$ cat src/hw/rtl/lossless_image_predictor_residuals_core_macros.svh
// ---------------------------------------------------------------------------
// Assertion macros for the lossless image predictor residuals core
// Concurrent checks compiled out under synthesis.
// ---------------------------------------------------------------------------
`ifndef LOSSLESS_IMAGE_PREDICTOR_RESIDUALS_CORE_MACROS_SVH
`define LOSSLESS_IMAGE_PREDICTOR_RESIDUALS_CORE_MACROS_SVH

`ifndef SYNTHESIS
// same-cycle implication
`define LIPR_ASSERT_IMPLY(label, clk, rst, lhs, rhs) \
   label: assert property (@(posedge clk) disable iff (rst) (lhs) |-> (rhs)) \
      else $error("assertion failed");
// next-cycle implication
`define LIPR_ASSERT_NEXT(label, clk, rst, lhs, rhs) \
   label: assert property (@(posedge clk) disable iff (rst) (lhs) |=> (rhs)) \
      else $error("assertion failed");
`else
`define LIPR_ASSERT_IMPLY(label, clk, rst, lhs, rhs)
`define LIPR_ASSERT_NEXT(label, clk, rst, lhs, rhs)
`endif

`endif

$ cat src/hw/rtl/lipr_pkg.sv
`timescale 1ns / 1ps
// ---------------------------------------------------------------------------
// lipr_pkg
// Shared types and constants of the lossless image predictor residuals core.
// ---------------------------------------------------------------------------
package lipr_pkg;

   localparam int MAX_WIDTH   = 4096;
   localparam int ADDR_W      = (MAX_WIDTH > 1) ? $clog2(MAX_WIDTH) : 1;
   localparam int IMG_WIDTH_W = 13;
   localparam int CNT_W       = (ADDR_W + 1 > IMG_WIDTH_W) ? ADDR_W + 1 : IMG_WIDTH_W;
   localparam int QUEUE_DEPTH = 2;
   localparam int QPTR_W      = (QUEUE_DEPTH > 1) ? $clog2(QUEUE_DEPTH) : 1;
   localparam int QCNT_W      = $clog2(QUEUE_DEPTH + 1);

   localparam int CSR_INDEX_W = 1;
   localparam int CSR_DATA_W  = IMG_WIDTH_W;
   localparam logic [CSR_INDEX_W-1:0] CSR_PREDICTOR_MODE = 1'b0;
   localparam logic [CSR_INDEX_W-1:0] CSR_IMAGE_WIDTH    = 1'b1;
   localparam logic [IMG_WIDTH_W-1:0] IMAGE_WIDTH_RESET  = 13'd4096;

   typedef enum logic [3:0] {
      MODE_NONE    = 4'd0,
      MODE_W       = 4'd1,
      MODE_N       = 4'd2,
      MODE_NW      = 4'd3,
      MODE_PLANE   = 4'd4,
      MODE_W_HALF  = 4'd5,
      MODE_N_HALF  = 4'd6,
      MODE_AVERAGE = 4'd7,
      MODE_MED     = 4'd8
   } predictor_mode_type;

   typedef struct packed {
      logic [7:0] blue;
      logic [7:0] green;
      logic [7:0] red;
   } pixel_type;

   typedef struct packed {
      predictor_mode_type         mode;
      logic [IMG_WIDTH_W-1:0]     image_width;
   } csr_type;

   // one classified pixel on its way to the back end
   typedef struct packed {
      pixel_type pixel;
      pixel_type above;
      logic      first_row;
      logic      first_col;
   } entry_type;

endpackage

$ cat src/hw/rtl/lipr_queue.sv
`timescale 1ns / 1ps
// ---------------------------------------------------------------------------
// lipr_queue
// Short FIFO between the front and back ends.
// ---------------------------------------------------------------------------
`include "lossless_image_predictor_residuals_core_macros.svh"

module lipr_queue (
   input  logic                clock,
   input  logic                reset,
   input  logic                push,
   input  lipr_pkg::entry_type push_entry,
   output logic                full,
   input  logic                pop,
   output logic                not_empty,
   output lipr_pkg::entry_type pop_entry
);

   lipr_pkg::entry_type         slot_ff [lipr_pkg::QUEUE_DEPTH];
   logic [lipr_pkg::QPTR_W-1:0] wr_ptr_ff, wr_ptr_in, rd_ptr_ff, rd_ptr_in;
   logic [lipr_pkg::QCNT_W-1:0] count_ff, count_in;

   assign full      = count_ff == lipr_pkg::QCNT_W'(lipr_pkg::QUEUE_DEPTH);
   assign not_empty = count_ff != '0;
   assign pop_entry = slot_ff[rd_ptr_ff];

   function automatic logic [lipr_pkg::QPTR_W-1:0] ptr_inc(
      input logic [lipr_pkg::QPTR_W-1:0] ptr
   );
      if (ptr == lipr_pkg::QPTR_W'(lipr_pkg::QUEUE_DEPTH - 1)) begin
         return '0;
      end
      return ptr + lipr_pkg::QPTR_W'(1);
   endfunction

   always_comb begin
      wr_ptr_in = push ? ptr_inc(wr_ptr_ff) : wr_ptr_ff;
      rd_ptr_in = pop  ? ptr_inc(rd_ptr_ff) : rd_ptr_ff;
      count_in  = count_ff;
      if (push && !pop) begin
         count_in = count_ff + lipr_pkg::QCNT_W'(1);
      end else if (pop && !push) begin
         count_in = count_ff - lipr_pkg::QCNT_W'(1);
      end
   end

   always_ff @(posedge clock) begin
      if (reset) begin
         wr_ptr_ff <= '0;
         rd_ptr_ff <= '0;
         count_ff  <= '0;
      end else begin
         wr_ptr_ff <= wr_ptr_in;
         rd_ptr_ff <= rd_ptr_in;
         count_ff  <= count_in;
      end
   end

   always_ff @(posedge clock) begin
      if (push) begin
         slot_ff[wr_ptr_ff] <= push_entry;
      end
   end

   `LIPR_ASSERT_IMPLY(a_no_overflow, clock, reset, push, !full || pop)
   `LIPR_ASSERT_IMPLY(a_no_underflow, clock, reset, pop, not_empty)
   `LIPR_ASSERT_NEXT(a_fill_tracks, clock, reset, push && !pop,
                     count_ff == $past(count_ff) + lipr_pkg::QCNT_W'(1))

endmodule

$ cat config.mk
export PLATFORM = sky130hd
export DESIGN_NAME = lipr_queue
export DESIGN_NICKNAME = d
export VERILOG_FILES = /design/src/hw/rtl/lipr_pkg.sv /design/src/hw/rtl/lipr_queue.sv
export VERILOG_INCLUDE_DIRS = /design/src /design/src/hw/rtl
export SDC_FILE = /design/constraint.sdc
export NUM_CORES = 1
export LEC_CHECK = 0
export BUFFER_PORTS_ARGS = -buffer_cell sky130_fd_sc_hd__buf_2
export CAP_MARGIN = 10
export CORE_ASPECT_RATIO = 0.75
export CORE_UTILIZATION = 54
export CTS_BUF_LIST = sky130_fd_sc_hd__clkbuf_2
export DETAILED_ROUTE_END_ITERATION = 16
export HOLD_SLACK_MARGIN = 0.08
export PLACE_DENSITY_LB_ADDON = 0.3
export RECOVER_POWER = 25
export SLEW_MARGIN = 40
export SYNTH_ARGS = -nofsm -noshare
export SYNTH_HDL_FRONTEND = slang
export SYNTH_SLANG_ARGS = --single-unit
$ cat constraint.sdc
create_clock -name clock -period 3.3 [get_ports clock]
set_input_delay 0 -clock clock [delete_from_list [all_inputs] [get_ports clock]]
set_output_delay 0 -clock clock [all_outputs]
set_load 0.02 [all_outputs]
== After elaboration in Yosys (flattened, before gate mapping) ==
Memories as Yosys holds them, arrays and structs flattened. A register that Yosys moved wholly into a read port is not among the register bits.
Cells that the tools add are included.

* Register bits after elaboration: 4
* RAM bits: 100
* Word-level logic and storage cells: 27
* Memories: 1

{| class="wikitable"
|+ Memory list
! memory !! words !! bits a word !! rd ports !! clocked after memory_dff !! wr ports !! line !! text
|-
| slot_ff || 2 || 50 || 1 || 1 || 1 || lipr_queue.sv:19 || <nowiki>lipr_pkg::entry_type slot_ff [lipr_pkg::QUEUE_DEPTH];</nowiki>
|}

* Add/subtract/negate cells: 4
* Equal/unequal tests: 1
* Mux-type cells: 12
* Reduce and logical (&&, ||, !) cells: 6

{| class="wikitable"
|+ Operators by type and width
! operator !! number
|-
| 1-bit 2-to-1 mux || 10
|-
| 2-bit 2-to-1 mux || 2
|-
| 2-bit nonzero test || 2
|-
| 1-bit adder (second input constant) || 2
|-
| 2-bit by 1-bit adder with 2-bit output (second input constant) || 1
|-
| 2-bit equality test (second input constant) || 1
|-
| 1-bit logical AND || 2
|-
| 1-bit zero test || 2
|-
| 2-bit by 1-bit subtractor with 2-bit output (second input constant) || 1
|}

== Logic depth before layout (Yosys ltp) ==
Gate-level depths: netlist of run 1.

* Depth after elaboration: 4
* Mapped depth: 5
* Depth with buffers taken out: 5

== Worst setup path after synthesis of run 1 ==
No wires, ideal clock.

* Kind: flip-flop to flip-flop
* Start: register wr_ptr_ff
* End: memory slot_ff[0][0] (netlist bit) (enable)
* Setup time: 0.464 ns
* Arrival: 2.558 ns
* Slack: 0.278 ns
* Cell stages (with the launch flop): 2
* Path buffers: 0
* Clock period less this slack: 3.022 ns
* Cell sequence: dfxtp_1 nor2b_1

{| class="wikitable"
|+ RTL lines
! item !! line !! text
|-
| from (decl) || lipr_queue.sv:20 || <nowiki>logic [lipr_pkg::QPTR_W-1:0] wr_ptr_ff, wr_ptr_in, rd_ptr_ff, rd_ptr_in;</nowiki>
|-
| from (signal assigned) || lipr_queue.sv:53 || <nowiki>wr_ptr_ff <= wr_ptr_in;</nowiki>
|-
| to (decl) || lipr_queue.sv:19 ||
|}

No word-level cell before the write port.

==> flow_summary.ini, run 1 <==
[sta]
fmax_mhz = 451
clock-skew-final_ns = 0.0134
relSlewSlack_pct = 54.6
worst_slew_pin_slew_ns = 0.680
layout_min_cycle_time_ns = 2.22
slew_violations = 0
setup_violations = 0
tns_ns = 0
finalCritPeriodShare_pct = 67.1
rsz0062_at_grt = false
hold_viol = 0

[finish]
final_cell_mix = edfxtp_1, buf_2, dlygate4sd3_1, mux2_2, clkbuf_1
final_common_cell = edfxtp_1
num_antenna_cells = 0
area_growth_pct = 33.3
multi_input_area_sq_um = 678
nFillCells = 432
seqCellArea_sq_mm = 0.00310
nets = 403
final_util_pct = 74.5
fin_area_sq_mm = 0.00509
drive_gt1_share_pct = 43.8

[clock_network]
htreeDepth = 3
root_buffer = clkbuf_2
clockBufferDepth = 2
cts_tree = built
post-cts-setup-buffers = 0
path_clk_slew_ns = 0.24
clk_latency_ns = 0.51
clock-sinks = 105
cts_buffers = 9

[power]
switchingPower_uw = 636
power_frac_comb_pct = 16.6
p_int_uw = 1920
swShare_pct = 24.8
p_per_area_mw_per_mm2 = 503
clock_power_share_pct = 21.8
p_total_uw = 2560
irDropWorstVdd_mv = 0.322
p_seq_share_pct = 61.7
p_leak_uw = 0.00191

[die]
core_area_sq_mm = 0.00683
num_rows = 26
initial_core_util_pct = 55.9
io_pins = 106
dieArea_sq_mm = 0.00742
chipWidth_um = 99.1
die_h_um = 74.8

[global_routing]
antenna_found_initial = 0
grt_max_degree = 37
grt_pass1_wl_mm = 10.6
grt_pass1_vias = 2283
grtUsageTotal_pct = 19.5
overflow = 0

[place]
place_congestion = 0.657
io_buffers = 105
place_hpwl_mm = 4.09
place_area_sq_mm = 0.00445

[setup_path]
crit_fanout = 36
cp-start-kind = register
slowest_delay_ns = 0.63
cp.arrival_ns = 2.22
crit_chain = buf_4 > mux2_2 > buf_2
path_delay_family = buffers and inverters
crit_required_ns = 3.30
critPathCaptureType = output port
worstSetupPathType = reg2out
cp_slowest_cell = dfxtp_2
crit_buf_inv = 2

[logic_synthesis]
yosysSeqAreaShare_pct = 81.3
synth_cell_types = 18
syn_area_per_cell_sq_um = 21.5
synth_top_area_share_pct = 78.6
synthesis.area_sq_mm = 0.00382
yosysTopAreaCell = edfxtp_1
synth_nets = 233
synth-seq-cells = 105
syn_inst = 178
synth_top_cells_by_area = edfxtp_1, mux2_2, dfxtp_1
ys_warn_count = 0

[drt]
ant_nets = 0
viasPerCell = 4.96
drt_iter0_markers = 44
wl_mm = 6.92
post_drt_wl_per_cell_um = 15.9
num_vias = 2163
drtPass1Iterations = 4
drc_errors = 0

[flow_run]
max-cap-violations = 0

[worst_hold_path]
holdCritPathClass = in2reg

[run_status]
outcome = complete, no violations
## power groups by stage
stage / clock network, uW / logic (uW) / registers (uW)
floorplan: 0 / 247 / 1600
global placement: 0 / 366 / 1600
detailed placement: 0 / 371 / 1610
CTS: 571 / 426 / 1580
global route: 622 / 454 / 1590
finish: 558 / 424 / 1580
## layer usage
metal / wire, um / track usage, %
met4: 61 / 5.56
met1: 2790 / 21.4
met3: 456 / 8.45
met2: 3610 / 35.6
met5: 0 / 0
## Yosys cell counts
| library cell | instances |
|---|---|
| inv_1 | 1 |
| and2b_2 | 1 |
| mux2_2 | 46 |
| buf_2 | 1 |
| o21ai_0 | 1 |
| buf_4 | 5 |
| a21oi_1 | 1 |
| ha_1 | 1 |
| xor2_1 | 2 |
| edfxtp_1 | 100 |
| or3_1 | 1 |
| mux2_1 | 4 |
| and2_1 | 1 |
| xnor2_1 | 2 |
| nor2_1 | 4 |
| nor2b_1 | 1 |
| dfxtp_1 | 5 |
| or2_2 | 1 |
## logic make-up after synthesis
kind of cell,after synthesis,synth area share (%)
fa+ha+maj,1,0.328
xor+xnor,4,0.918
buf+inv,7,1.21
flops,105,81.3
mux,50,14.7
simple gates,9,1.28
compound gates,2,0.262
## final timing paths
| check | start | to | slack (ns) | cells after the start |
|---|---|---|---|---|
| min | push_entry[45] | slot_ff[1][45] | 0.19 | 2 |
| max reg2reg | wr_ptr_ff | slot_ff[1][12] | 1.49 | 2 |
| min reg2reg | rd_ptr_ff | register | 0.55 | 2 |
| max | register | pop_entry[14] | 1.08 | 3 |
## metrics by stage
stage / hold slack (ns) / worst slack (ns) / instances
6_report: 0.190 / 1.08 / 436
5_1_grt: 0.102 / 0.889 / 436
4_1_cts: 0.134 / 1.03 / 436
3_5_place_dp: 0.191 / 1.49 / 365
3_3_place_gp: 0.188 / 1.52 / 365
2_1_floorplan: 0.0691 / 0.278 / 178
## state kept, by name, summed over array words and instances (netlist names), named ones only
name	flops
rd_ptr_ff	1
slot_ff	100
count_ff	2
wr_ptr_ff	1
## cell type report
type | count | share of cell area [%]
clock buffers | 11 | 1.08
clock inverters | 4 | 1.06
inverters | 1 | 0.0737
multi-input cells | 66 | 13.3
flip-flops and latches | 105 | 61.0
well taps | 84 | 2.06
repair buffers | 165 | 21.4
## repair_timing
action / in CTS / in global routing
endpoints found under the hold margin: 121 / 0
gates resized for setup: 0 / 0
hold buffers: 56 / 0
Power figures use the tool's default switching activity.
==> run 2: changes to the inputs <==
==> constraint.sdc (replaced) <==
create_clock -name clock -period 2.2 [get_ports clock]
set_input_delay 0 -clock clock [delete_from_list [all_inputs] [get_ports clock]]
set_output_delay 0 -clock clock [all_outputs]
set_load 0.02 [all_outputs]
==> run 2 against run 1 <==
  * Register-to-register slack worse by 0.90 ns
  * Via count up 3.0%
  * Largest cell class unchanged
  * Power is 51% higher
  * Worst hold slack worse by 0.055 ns
  * Final cell count up 2.1%
  * First-iteration DRC count is 91% higher
  * Clock-buffer cell count decreased by 2
==> flow_summary.ini, run 2 (synthesized netlist as in run 1, its figures left out) <==
[place]
io_buffers = 105
place_hpwl_mm = 3.99
place_congestion = 0.695
dp.cells = 365

[finish]
final_cell_mix = edfxtp_1, buf_2, dlygate4sd3_1, mux2_2, clkbuf_1
drive_gt1_share_pct = 43.5
multi_input_area_sq_um = 678
nFillCells = 419
regMostFlops = slot_ff
num_antenna_cells = 0
area_growth_pct = 36.4
largestRegisters = slot_ff: 100 flops, count_ff: 2 flops
final_util_pct = 76.2
seqCellArea_sq_mm = 0.00310
final-instance-count-excl-fill = 445
largest_reg_flops = 100
final_common_cell = edfxtp_1
nets = 411

[sta]
setup_violations = 0
tns_ns = 0
finalCritPeriodShare_pct = 95.9
relSlewSlack_pct = 67.5
fmax_mhz = 474
worst_slew_pin_slew_ns = 0.487
clock-skew-final_ns = 0.0199
slew_violations = 0
hold_viol = 0
rsz0062_at_grt = false
layout_min_cycle_time_ns = 2.11

[die]
dieArea_sq_mm = 0.00742
chipWidth_um = 99.1
core_area_sq_mm = 0.00683
num_rows = 26
initial_core_util_pct = 55.9
die_h_um = 74.8
io_pins = 106

[global_routing]
grtUsageTotal_pct = 20.3
antenna_found_initial = 0
overflow = 0
grt_max_degree = 51
grt_pass1_vias = 2235
grt_pass1_wl_mm = 10.8

[drt]
post_drt_wl_per_cell_um = 17.0
drc_errors = 0
viasPerCell = 5.00
ant_nets = 0
drtPass1Iterations = 4
num_vias = 2227
drt_iter0_markers = 84
wl_mm = 7.58

[setup_path]
worstSetupPathType = in2reg
path_common_cell = dlygate4sd3_1
crit_fanout = 3
reg2reg_slack_ns = 0.59
critPathCaptureType = register
cp.arrival_ns = 2.62
ff2ff_path_depth = 4
cp_slowest_cell = dlygate4sd3_1
cp-start-kind = primary input
crit_chain = dlygate4sd3_1 > buf_2 > inv_1 > ha_1 > dlygate4sd3_1 > or3_1 > dlygate4sd3_1 > a21oi_1
worst-path-stages = 8
crit_buf_inv = 5
crit_required_ns = 2.71
slowest_delay_ns = 0.60
path_delay_family = buffers and inverters

[clock_network]
clk_latency_ns = 0.57
clock-sinks = 105
cts_tree = built
path_clk_slew_ns = 0.30
cts_buffers = 9
htreeDepth = 3
cts_hold_buf = 56
ctsResizeCount = 0
post-cts-setup-buffers = 0
root_buffer = clkbuf_2
clockBufferDepth = 2

[power]
p_leak_uw = 0.00196
p_per_area_mw_per_mm2 = 743
irDropWorstVdd_mv = 0.522

[run_status]
outcome = complete, no violations

[flow_run]
max-cap-violations = 0

[worst_hold_path]
min_path_cells = 2
holdCritPathClass = in2reg
run 2: cell count changes in the layout (fill, tap and decap cells not counted):
cell	delta
inv_8	+2
buf_2	+3
inv_6	+1
buf_12	+3
bufinv_16	-1
clkinvlp_4	-1
clkbuf_1	-2
buf_4	-3
clkinv_2	+1
clkinv_4	+1
dlygate4sd3_1	+8
clkbuf_2	-3
run 2: final timing paths:
check,from,end
max,pop,count_ff[1]
min,push_entry[34],slot_ff[1][34]
max reg2reg,count_ff[0],count_ff[1]
min reg2reg,count_ff[1],count_ff[1]
run 2: through the flow:
step	area [sq um]	hold WS, ns	worst slack (ns)	total power (uW)
after CTS	5150	0.0811	0.164	3880
after global routing	5210	0.0738	0.0874	4040
after detailed placement	4480	0.191	0.708	2980
after floorplan	3820	0.0691	0.140	2770
after global placement	4480	0.188	0.735	2970
final	5210	0.136	0.0893	3870
run 2: cell type report:
class | instances | share of cell area, %
flip-flops and latches | 105 | 59.6
multi-input cells | 66 | 13.0
well taps | 84 | 2.02
clock inverters | 7 | 1.18
repair buffers | 173 | 23.2
clock buffers | 9 | 0.865
inverters | 1 | 0.0721
run 2: report_power, final:
group / internal, uW / total [uW] / switching [uW] / leakage [uW]
registers: 2330 / 2370 / 40.1 / 0.000980
clock network: 176 / 835 / 659 / 0.0000667
logic: 314 / 669 / 355 / 0.000910
run 2: per-layer routing:
| layer | up-vias | track usage, % | share of wire [%] |
|---|---|---|---|
| met3 | 10 | 7.71 | 5.6 |
| li1 | 1049 | - | - |
| met2 | 78 | 37.3 | 53 |
| met1 | 1090 | 22.3 | 39 |
| met5 | - | 0 | 0 |
| met4 | 0 | 6.86 | 1.6 |
