### config.mk
export PLATFORM = sky130hd
export DESIGN_NAME = lipr_back
export DESIGN_NICKNAME = d
export VERILOG_FILES = /design/src/hw/rtl/lossless_image_predictor_residuals_core_macros.svh /design/src/hw/rtl/lipr_pkg.sv /design/src/hw/rtl/lipr_back.sv
export SDC_FILE = /design/constraint.sdc
export NUM_CORES = 1
export LEC_CHECK = 0
export CORE_MARGIN = 4
export CORE_UTILIZATION = 48
export DETAILED_ROUTE_END_ITERATION = 10
export DONT_BUFFER_PORTS = 1
export GPL_TIMING_DRIVEN = 0
export PLACE_DENSITY_LB_ADDON = 0.25
export RECOVER_POWER = 50
export SLEW_MARGIN = 20
export SYNTH_ARGS = -nofsm -noshare
export SYNTH_HDL_FRONTEND = slang
export SYNTH_SLANG_ARGS = --single-unit
### constraint.sdc
create_clock -name clock -period 11.8 [get_ports clock]
set_input_delay 2.36 -clock clock [delete_from_list [all_inputs] [get_ports clock]]
set_output_delay 2.36 -clock clock [all_outputs]
set_load 0.05 [all_outputs]
### src/hw/rtl/lossless_image_predictor_residuals_core_macros.svh
// ---------------------------------------------------------------------------
// Assertion macros for the lossless image predictor residuals core
// Concurrent checks compiled out under synthesis.
// ---------------------------------------------------------------------------
`ifndef LOSSLESS_IMAGE_PREDICTOR_RESIDUALS_CORE_MACROS_SVH
`define LOSSLESS_IMAGE_PREDICTOR_RESIDUALS_CORE_MACROS_SVH

`ifndef SYNTHESIS
// same-cycle implication
`define LIPR_ASSERT_IMPLY(label, clk, rst, lhs, rhs) \
   label: assert property (@(posedge clk) disable iff (rst) (lhs) |-> (rhs)) \
      else $error("assertion failed");
// next-cycle implication
`define LIPR_ASSERT_NEXT(label, clk, rst, lhs, rhs) \
   label: assert property (@(posedge clk) disable iff (rst) (lhs) |=> (rhs)) \
      else $error("assertion failed");
`else
`define LIPR_ASSERT_IMPLY(label, clk, rst, lhs, rhs)
`define LIPR_ASSERT_NEXT(label, clk, rst, lhs, rhs)
`endif

`endif

### src/hw/rtl/lipr_pkg.sv
`timescale 1ns / 1ps
// ---------------------------------------------------------------------------
// lipr_pkg
// Shared types and constants of the lossless image predictor residuals core.
// ---------------------------------------------------------------------------
package lipr_pkg;

   localparam int MAX_WIDTH   = 4096;
   localparam int ADDR_W      = (MAX_WIDTH > 1) ? $clog2(MAX_WIDTH) : 1;
   localparam int IMG_WIDTH_W = 13;
   localparam int CNT_W       = (ADDR_W + 1 > IMG_WIDTH_W) ? ADDR_W + 1 : IMG_WIDTH_W;
   localparam int QUEUE_DEPTH = 2;
   localparam int QPTR_W      = (QUEUE_DEPTH > 1) ? $clog2(QUEUE_DEPTH) : 1;
   localparam int QCNT_W      = $clog2(QUEUE_DEPTH + 1);

   localparam int CSR_INDEX_W = 1;
   localparam int CSR_DATA_W  = IMG_WIDTH_W;
   localparam logic [CSR_INDEX_W-1:0] CSR_PREDICTOR_MODE = 1'b0;
   localparam logic [CSR_INDEX_W-1:0] CSR_IMAGE_WIDTH    = 1'b1;
   localparam logic [IMG_WIDTH_W-1:0] IMAGE_WIDTH_RESET  = 13'd4096;

   typedef enum logic [3:0] {
      MODE_NONE    = 4'd0,
      MODE_W       = 4'd1,
      MODE_N       = 4'd2,
      MODE_NW      = 4'd3,
      MODE_PLANE   = 4'd4,
      MODE_W_HALF  = 4'd5,
      MODE_N_HALF  = 4'd6,
      MODE_AVERAGE = 4'd7,
      MODE_MED     = 4'd8
   } predictor_mode_type;

   typedef struct packed {
      logic [7:0] blue;
      logic [7:0] green;
      logic [7:0] red;
   } pixel_type;

   typedef struct packed {
      predictor_mode_type         mode;
      logic [IMG_WIDTH_W-1:0]     image_width;
   } csr_type;

   // one classified pixel on its way to the back end
   typedef struct packed {
      pixel_type pixel;
      pixel_type above;
      logic      first_row;
      logic      first_col;
   } entry_type;

endpackage

### src/hw/rtl/lipr_back.sv
`timescale 1ns / 1ps
// ---------------------------------------------------------------------------
// lipr_back
// Forms W, N, NW, predicts each channel and registers the residuals.
// ---------------------------------------------------------------------------
module lipr_back (
   input  logic                clock,
   input  logic                reset,
   input  lipr_pkg::csr_type   csr,
   input  logic                not_empty,
   input  lipr_pkg::entry_type pop_entry,
   output logic                pop,
   output logic                rsp_valid,
   input  logic                rsp_stall,
   output lipr_pkg::pixel_type rsp_residual
);

   lipr_pkg::pixel_type last_x_ff, last_n_ff;
   lipr_pkg::pixel_type w_pix, n_pix, nw_pix, resid;
   lipr_pkg::pixel_type resid_ff;
   logic                rsp_valid_ff, rsp_valid_in;

   function automatic logic [7:0] predict(
      input lipr_pkg::predictor_mode_type mode,
      input logic [7:0] w,
      input logic [7:0] n,
      input logic [7:0] nw
   );
      logic signed [9:0] d_n, d_w, half_n, half_w;
      logic [9:0]        plane;
      logic [8:0]        sum;
      logic [7:0]        lo, hi, result;
      d_n    = $signed({2'b00, n}) - $signed({2'b00, nw});
      d_w    = $signed({2'b00, w}) - $signed({2'b00, nw});
      // bias negatives by one so the shift truncates toward zero
      half_n = (d_n + $signed({9'd0, d_n[9]})) >>> 1;
      half_w = (d_w + $signed({9'd0, d_w[9]})) >>> 1;
      plane  = {2'b00, w} + {2'b00, n} - {2'b00, nw};
      sum    = {1'b0, w} + {1'b0, n};
      lo     = (w < n) ? w : n;
      hi     = (w < n) ? n : w;
      case (mode)
         lipr_pkg::MODE_W:       result = w;
         lipr_pkg::MODE_N:       result = n;
         lipr_pkg::MODE_NW:      result = nw;
         lipr_pkg::MODE_PLANE:   result = plane[7:0];
         lipr_pkg::MODE_W_HALF:  result = w + half_n[7:0];
         lipr_pkg::MODE_N_HALF:  result = n + half_w[7:0];
         lipr_pkg::MODE_AVERAGE: result = sum[8:1];
         lipr_pkg::MODE_MED: begin
            if (nw >= hi) begin
               result = lo;
            end else if (nw <= lo) begin
               result = hi;
            end else begin
               result = plane[7:0];
            end
         end
         default:                result = 8'd0;
      endcase
      return result;
   endfunction

   assign pop = not_empty && (!rsp_valid_ff || !rsp_stall);

   always_comb begin
      w_pix  = pop_entry.first_col ? '0 : last_x_ff;
      nw_pix = pop_entry.first_col ? '0 : last_n_ff;
      n_pix  = pop_entry.first_row ? '0 : pop_entry.above;

      resid.red   = pop_entry.pixel.red   - predict(csr.mode, w_pix.red,   n_pix.red,   nw_pix.red);
      resid.green = pop_entry.pixel.green - predict(csr.mode, w_pix.green, n_pix.green, nw_pix.green);
      resid.blue  = pop_entry.pixel.blue  - predict(csr.mode, w_pix.blue,  n_pix.blue,  nw_pix.blue);

      if (pop) begin
         rsp_valid_in = 1'b1;
      end else if (!rsp_stall) begin
         rsp_valid_in = 1'b0;
      end else begin
         rsp_valid_in = rsp_valid_ff;
      end
   end

   always_ff @(posedge clock) begin
      if (reset) begin
         rsp_valid_ff <= 1'b0;
      end else begin
         rsp_valid_ff <= rsp_valid_in;
      end
   end

   // neighbours advance in raster order, one per popped pixel
   always_ff @(posedge clock) begin
      if (pop) begin
         resid_ff  <= resid;
         last_x_ff <= pop_entry.pixel;
         last_n_ff <= n_pix;
      end
   end

   assign rsp_valid    = rsp_valid_ff;
   assign rsp_residual = resid_ff;

endmodule

Yosys cells after proc, flatten, opt, wreduce, memory -nomap -nowiden
Cells that the tools add are included.
{ "classes": {"addsub": 30, "n_lt_le_gt_ge": 9, "n_eq_ne": 9, "mux": 20, "reduce_logical": 4} }
{ "op_table": {"columns": ["op", "count"], "rows": [
  ["8-bit one-hot mux with 8 select lines", 3],
  ["8-bit two-way mux", 12],
  ["8-bit adder", 9],
  ["24-bit two-way mux", 3],
  ["9-bit by 2-bit adder with 9-bit output", 6],
  ["8-bit by 8-bit subtractor with 9-bit output", 6],
  ["8-bit subtractor", 6],
  ["8-bit by 8-bit adder with 9-bit output", 3],
  ["8-bit >= comparator", 3],
  ["8-bit <= comparator", 3],
  ["8-bit less-than comparator", 3],
  ["4-bit by 3-bit equality test with 1-bit output, second input constant", 4],
  ["4-bit by 2-bit equality test with 1-bit output, second input constant", 2],
  ["4-bit by 1-bit equality test with 1-bit output, second input constant", 1],
  ["4-bit equality test, second input constant", 1],
  ["1-bit logical NOT", 2],
  ["1-bit two-way mux", 2],
  ["2-bit != test, second input constant", 1],
  ["1-bit logical AND", 1],
  ["1-bit logical OR", 1]
]} }
{ "totals": {"ff_bits": 73, "input_bits": 71, "out_inout_bits": 26, "elab_cells": 82} }

Longest topological paths before layout
Gate-level depths: netlist of run 1.
{ "depth": {"word_depth": 8, "ltp_mapped": 38, "mapped_depth_nobuf": 31} }

Least setup slack after synthesis of run 1
Ideal clock, no wire load.
{ "synth_path": {"path_type": "input port to output port", "start": "input port not_empty", "end": "output port pop", "arrival_ns": 8.654, "path_slack_ns": 0.786, "cell_stages": 1, "n_path_buf": 0, "path_cell_list": "a21boi_0"} }
{ "synth_via": {"elab_chain_len": 1} }
{ "synth_lines": {"columns": ["item", "line_no", "rtl"], "rows": [
  ["start: declaration", "lipr_back.sv:10", "input logic not_empty,"],
  ["1-bit logical AND", "lipr_back.sv:64", "assign pop = not_empty && (!rsp_valid_ff || !rsp_stall);"],
  ["end: declaration", "lipr_back.sv:12", "output logic pop,"]
]} }
Every way passes these cells.

==> results of run 1 <==
-- final cells by class --
type,count,area (um2)
Timing Repair Buffer,6,37.5
Multi-Input combinational cell,1414,11000
Clock inverter,7,119
Fill cell,2817,13900
Clock buffer,9,225
Sequential cell,73,2180
Antenna cell,1,2.50
Tap cell,384,480
Inverter,150,566
Buffer,52,279
-- cell families after synthesis --
logic type	Yosys count	share of synthesized area (%)
AOI/OAI and AO/OA	476	22.8
buffers and inverters	203	6.04
xor gates and xnor gates	179	11.5
adders and majority gates	247	23.5
DFF	73	15.6
and+or+nand+nor	478	18.1
muxes	34	2.47
-- repair_timing --
| action | CTS | global route |
|---|---|---|
| endpoints found under the hold margin | 0 | 0 |
| endpoints found under the setup margin | 0 | 2 |
| gates resized for setup | 0 | 9 |
| hold buffers | 0 | 0 |
| buffers inserted | 0 | 0 |
-- sequential cells by signal, indices dropped and copies added, names as in the netlist --
signal,cells
rsp_residual,24
rsp_valid,1
last_x_ff,24
last_n_ff,24
-- metrics by stage --
step | power [W] | instance area (um2) | utilization (%)
2_1_floorplan | 0.00117 | 13900 | -
3_3_place_gp | 0.00139 | 14400 | 50.3
3_5_place_dp | 0.00141 | 14600 | 50.8
4_1_cts | 0.00176 | 14900 | 52.0
5_1_grt | 0.00188 | 14800 | 51.7
6_report | 0.00176 | 14800 | 51.7
-- critical path, delay by kind of cell --
kind,cells,cell delay (ps)
AO/OA/AOI/OAI,13,3400
XOR/XNOR,2,280
adder cells (fa/ha/maj),3,670
buffers and inverters,8,3080
multiplexers,1,270
AND/OR/NAND/NOR,6,950
-- layout by cell type, fill, tap and decap left out, types with 26 or more instances in the layout --
cell,synthesis,layout
ha_1,214,214
inv_1,142,143
a21oi_1,141,141
xnor2_1,129,129
nor2_1,127,127
nand2_1,82,82
edfxtp_1,72,72
o21ai_0,68,68
nand2b_1,64,65
nor2b_1,51,48
xor2_1,46,46
a21o_1,42,42
clkbuf_1,31,33
mux2i_1,31,31
nand3_1,28,28
fa_1,27,27
nor3_1,29,26
-- power by group --
group,switching [W],leakage (nW),total [W],internal (W)
Combinational,0.000604,5.63,0.00102,0.000412
Sequential,0.0000771,0.712,0.000406,0.000329
Clock,0.000134,0.163,0.000341,0.000207
-- how the worst min path moves through the flow --
stage | slack, ps | cells after the start | endpoint | from
2_1_floorplan | 740 | 2 | rsp_valid$_SDFFE_PP0P_ | rsp_valid$_SDFFE_PP0P_
3_3_place_gp | 750 | 2 | rsp_valid$_SDFFE_PP0P_ | rsp_valid$_SDFFE_PP0P_
3_5_place_dp | 800 | 2 | rsp_valid$_SDFFE_PP0P_ | rsp_valid$_SDFFE_PP0P_
4_1_cts | 810 | 2 | rsp_valid$_SDFFE_PP0P_ | rsp_valid$_SDFFE_PP0P_
5_1_grt | 810 | 2 | rsp_valid$_SDFFE_PP0P_ | rsp_valid$_SDFFE_PP0P_
6_report | 780 | 2 | rsp_valid$_SDFFE_PP0P_ | rsp_valid$_SDFFE_PP0P_
-- layer usage --
layer | global-route usage (%) | vias up | share of wire, %
met5 | 0 | - | 0
met2 | 47.5 | 566 | 44
met4 | 13.9 | 0 | 5.2
met3 | 6.23 | 151 | 9.5
met1 | 39.6 | 6187 | 41
li1 | - | 6132 | -
==> out/metrics.csv, run 1 <==
metric,value,unit
clk slew on worst S/H paths,70,ps
final hold violation count,0,
Worst Path Arrival,11050,ps
R2R depth,29,
drt drc,0,
Worst EP required,11910,ps
"Slowest-stage cell, CP",clkbuf_1,
Syn-to-layout area delta,6.46,%
post-synthesis sequential area ratio,15.6,%
post-synthesis instance total,1690,
synth cell count leaders,"214 x ha_1, 142 x inv_1, 141 x a21oi_1, 129 x xnor2_1, 127 x nor2_1",
GRT Total Usage,30.1,%
Setup crit end kind,flop,
most used cell along the critical path,a21o_1,
Rel. slew slack,2.14,%
syn nets,2002,
Die Y,178,um
Worst path max stage delay,820,ps
HPWL after DPL,38100,um
Initial Utilization,48.6,%
remaining antenna violation count,0,
maximum net fanout on the critical path,10,
setup TNS,0,ps
Slew @ Worst Pin,1470,ps
worst flop-to-flop path startpoint,last_x_ff[12]$_DFFE_PP_,
"area leader, netlist",ha_1,
Post-synth EDFFs,72,
launch point of the worst path,pop_entry[1],
drt pass-1 iters,6,
root buffer cell,clkbuf_16,
Cell variety after synth,102,
drt total wl,47900,um
Skew-Pair Late Insertion Delay,370,ps
Placed Cells,2080,
"Period Utilization, post-route",92.7,%
async set-reset flop share out of synthesis,0,%
Final Critical Period,10940,ps
PD cells,119,nW/um2
Core Rows,62,
# clock sinks,73,
top_reg_cell synth,edfxtp_1,
vias per cell,6.22,
antenna violations before repair,1,
crit path to,rsp_residual[15]$_DFFE_PP_,
number of port buffers,0,
FMAX,91.4,MHz
nets,2018,
Bufs on Longest Clock Path,2,
leakage,6.51,nW
global route overflow,0,
Synth Register Bits,73,
share of cells above drive strength 1,6.14,%
top-area cell type share of the netlist area,19.2,%
Die Area,31800,um2
most frequent cell after synthesis,ha_1,
status,completed,
largest net degree at the start of global routing,24,
Final Max Tran Viols,0,
initial DRC count,1231,
reg2reg end,rsp_residual[15]$_DFFE_PP_,
Die Wd,178,um
clock buffer count from CTS,9,
gp weighted congestion,1.04,
Critical Path Start Type,input pin,
Ys Warns,0,
Hold Slack,777,ps
final setup fails,0,
Ports,97,
TritonCTS clock tree,done,
vias after detailed routing,13000,
"worst slack, placed",-32.3,ps
CTS HTree Levels,3,
"reg-to-reg slack, setup",3860,ps
post-synthesis average cell area,8.25,um2
worst setup margin,858,ps
skew final,18.0,ps
Setup CP Type,input pin to flop,
Hold Path Class,flop to flop,
first-pass GRT wire length,73100,um
mapped cell area,13900,um2
Final Instance Count excl. Fillers,2096,
DR WL/cell,22.9,um
number of global-route vias before repair,12700,
ranking of synthesized cells by area,"ha_1 19%, edfxtp_1 16%, xnor2_1 8.1%",
RSZ-0062 raised after global routing,false,
core area,28700,um2
max-cap violations,0,
Worst VDD drop,0.0755,mV
No activity file was read; power rests on OpenSTA's default activity.
==> run 2, diff against run 1 <==
PLACE_DENSITY = 0.67   (was unset)
PLACE_DENSITY_LB_ADDON = unset   (was 0.25)
==> out/metrics.csv, run 2 (same netlist as run 1, synthesis figures left out) <==
metric,value,unit,change
max-cap violations,1,,was 0
"commonest non-fill, non-tap cell in the layout",ha_1,,unchanged
R2R depth,29,,unchanged
Worst VDD drop,0.0916,mV,was 0.0755 mV
Slew @ Worst Pin,2010,ps,was 1470 ps
status,"finished, violations left",,was completed
Die Area,31800,um2,unchanged
worst setup margin,494,ps,was 858 ps
PD cells,120,nW/um2,was 119 nW/um2
Final Critical Period,11310,ps,was 10940 ps
GRT met2 Usage,47.5,%,about the same
CTS HTree Levels,3,,unchanged
"reg-to-reg slack, setup",3790,ps,was 3860 ps
number of global-route vias before repair,12600,,was 12.7k
reg2reg end,rsp_residual[15]$_DFFE_PP_,,unchanged
combinational power share,56.9,%,was 57.6%
clock buffer count from CTS,9,,unchanged
# clock sinks,73,,unchanged
fillers,2768,,was 2817
Sw Ratio,45.9,%,was 46.2%
Ports,97,,unchanged
Hold Startpoint,rsp_valid$_SDFFE_PP0P_,,unchanged
final setup fails,0,,unchanged
drt total wl,48000,um,was 47900 um
failing checks,"capacitance limit, slew limit",,
Syn-to-layout area delta,6.61,%,was 6.46%
leakage,6.53,nW,was 6.51 nW
Skew-Pair Late Insertion Delay,370,ps,about the same
gp weighted congestion,0.970,,was 1.04
Final Max Tran Viols,5,,was 0
Worst Path Arrival,11410,ps,was 11050 ps
hold endpoint,rsp_valid$_SDFFE_PP0P_,,unchanged
area post-placement,14600,um2,about the same
GRT Total Usage,30.0,%,was 30.1%
Placed Cells,2080,,unchanged
maximum net fanout on the critical path,10,,unchanged
Core Rows,62,,unchanged
most used cell along the critical path,a21oi_1,,was a21o_1
global route overflow,0,,unchanged
clock network power share,20.4,%,was 19.4%
antenna violations before repair,1,,unchanged
Worst EP required,11900,ps,was 11910 ps
design area,14900,um2,was 14800 um2
core area,28700,um2,unchanged
"Slowest-stage cell, CP",clkdlybuf4s15_1,,was clkbuf_1
Die Wd,178,um,unchanged
TritonCTS clock tree,done,,unchanged
part of the power in registers,22.7,%,was 23.0%
"worst slack, placed",-43.0,ps,was -32.3 ps
vias after detailed routing,13100,,was 13.0k
RSZ-0062 raised after global routing,false,,unchanged
met1 usage,40.9,%,was 39.6%
Critical Path Start Type,input pin,,unchanged
Setup CP Type,input pin to flop,,unchanged
switching power,0.000821,W,was 0.000815 W
vias per cell,6.25,,was 6.22
number of port buffers,0,,unchanged
hold path cells,2,,unchanged
first-pass GRT wire length,73200,um,was 73100 um
initial DRC count,1326,,was 1231
Post-CTS Hold Fix Bufs,0,,unchanged
most frequent cells in the layout,"214 x ha_1, 143 x inv_1, 141 x a21oi_1",,unchanged
HPWL after DPL,38400,um,was 38100 um
nets,2019,,was 2018
Util after Layout,51.8,%,was 51.7%
GRT busiest layer,met2,,unchanged
grt met3 use,5.43,%,was 6.23%
clk slew on worst S/H paths,70,ps,about the same
Die Y,178,um,unchanged
final hold violation count,0,,unchanged
Bufs on Longest Clock Path,2,,unchanged
largest net degree at the start of global routing,23,,was 24
launch point of the worst path,pop_entry[1],,unchanged
"Period Utilization, post-route",95.8,%,was 92.7%
worst flop-to-flop path startpoint,last_x_ff[12]$_DFFE_PP_,,unchanged
Internal,0.000969,W,was 0.000948 W
Hold Path Class,flop to flop,,unchanged
drt drc,0,,unchanged
Rel. slew slack,-34.9,%,was 2.14%
share of cells above drive strength 1,6.19,%,was 6.14%
Worst path max stage delay,710,ps,was 820 ps
Final Instance Count excl. Fillers,2097,,was 2096
remaining antenna violation count,0,,unchanged
Setup crit end kind,flop,,unchanged
drt pass-1 iters,8,,was 6
root buffer cell,clkbuf_16,,unchanged
skew final,15.8,ps,was 18.0 ps
FMAX,88.5,MHz,was 91.4 MHz
Initial Utilization,48.6,%,unchanged
DR WL/cell,22.9,um,about the same
==> run 2: power by group through the flow <==
stage | clock network (W) | registers, W | logic (W)
5_1_grt | 0.000381 | 0.000410 | 0.00111
6_report | 0.000364 | 0.000407 | 0.00102
3_5_place_dp | 0 | 0.000412 | 0.000996
3_3_place_gp | 0 | 0.000418 | 0.000975
2_1_floorplan | 0 | 0.000409 | 0.000762
4_1_cts | 0.000370 | 0.000407 | 0.00100
==> run 2: metrics by stage <==
step,total power (W),hold slack [ps],setup TNS [ps]
after global placement,0.00139,754,-60570
after global routing,0.00190,830,0
after CTS,0.00178,804,0
after floorplan,0.00117,738,0
after detailed placement,0.00141,792,-44.8
final,0.00179,772,0
==> run 2: cell type report <==
| type | instances | area (um2) | share of cell area, % |
|---|---|---|---|
| clock inverters | 7 | 143 | 0.960 |
| repair buffers | 6 | 33.8 | 0.227 |
| multi-input cells | 1414 | 10900 | 73.7 |
| plain buffers | 53 | 284 | 1.91 |
| inverters | 150 | 566 | 3.80 |
| flip-flops and latches | 73 | 2180 | 14.7 |
| well taps | 384 | 480 | 3.23 |
| clock buffers | 9 | 225 | 1.52 |
| diodes | 1 | 2.50 | 0.0168 |
==> run 2: how the worst max path moves through the flow <==
stage | end | slack [ps] | cells after the start
finish | rsp_residual[23]$_DFFE_PP_ | 490 | 35
global route | rsp_residual[15]$_DFFE_PP_ | 110 | 33
CTS | rsp_residual[23]$_DFFE_PP_ | 310 | 35
detailed placement | rsp_residual[23]$_DFFE_PP_ | -40 | 35
global placement | pop | -2340 | 1
floorplan | pop | 790 | 1
==> run 2: per-layer routing <==
metal / wire length, um / vias to the layer above
li1: - / 6146
met1: 20600 / 6233
met2: 21200 / 615
met3: 4290 / 111
met4: 1940 / 0
met5: 0 / -
==> run 2: repair_timing <==
item	CTS	global route
endpoints found under the setup margin	0	2
gates resized for setup	0	12
buffers inserted	0	0
==> run 2: worst max-delay path: cells and delay by family <==
| family | cells | cell delay [ps] |
|---|---|---|
| AO/OA/AOI/OAI | 17 | 3550 |
| buffers and inverters | 7 | 2860 |
| AND/OR/NAND/NOR | 6 | 1230 |
| adder cells (fa/ha/maj) | 3 | 1070 |
| XOR/XNOR | 2 | 290 |
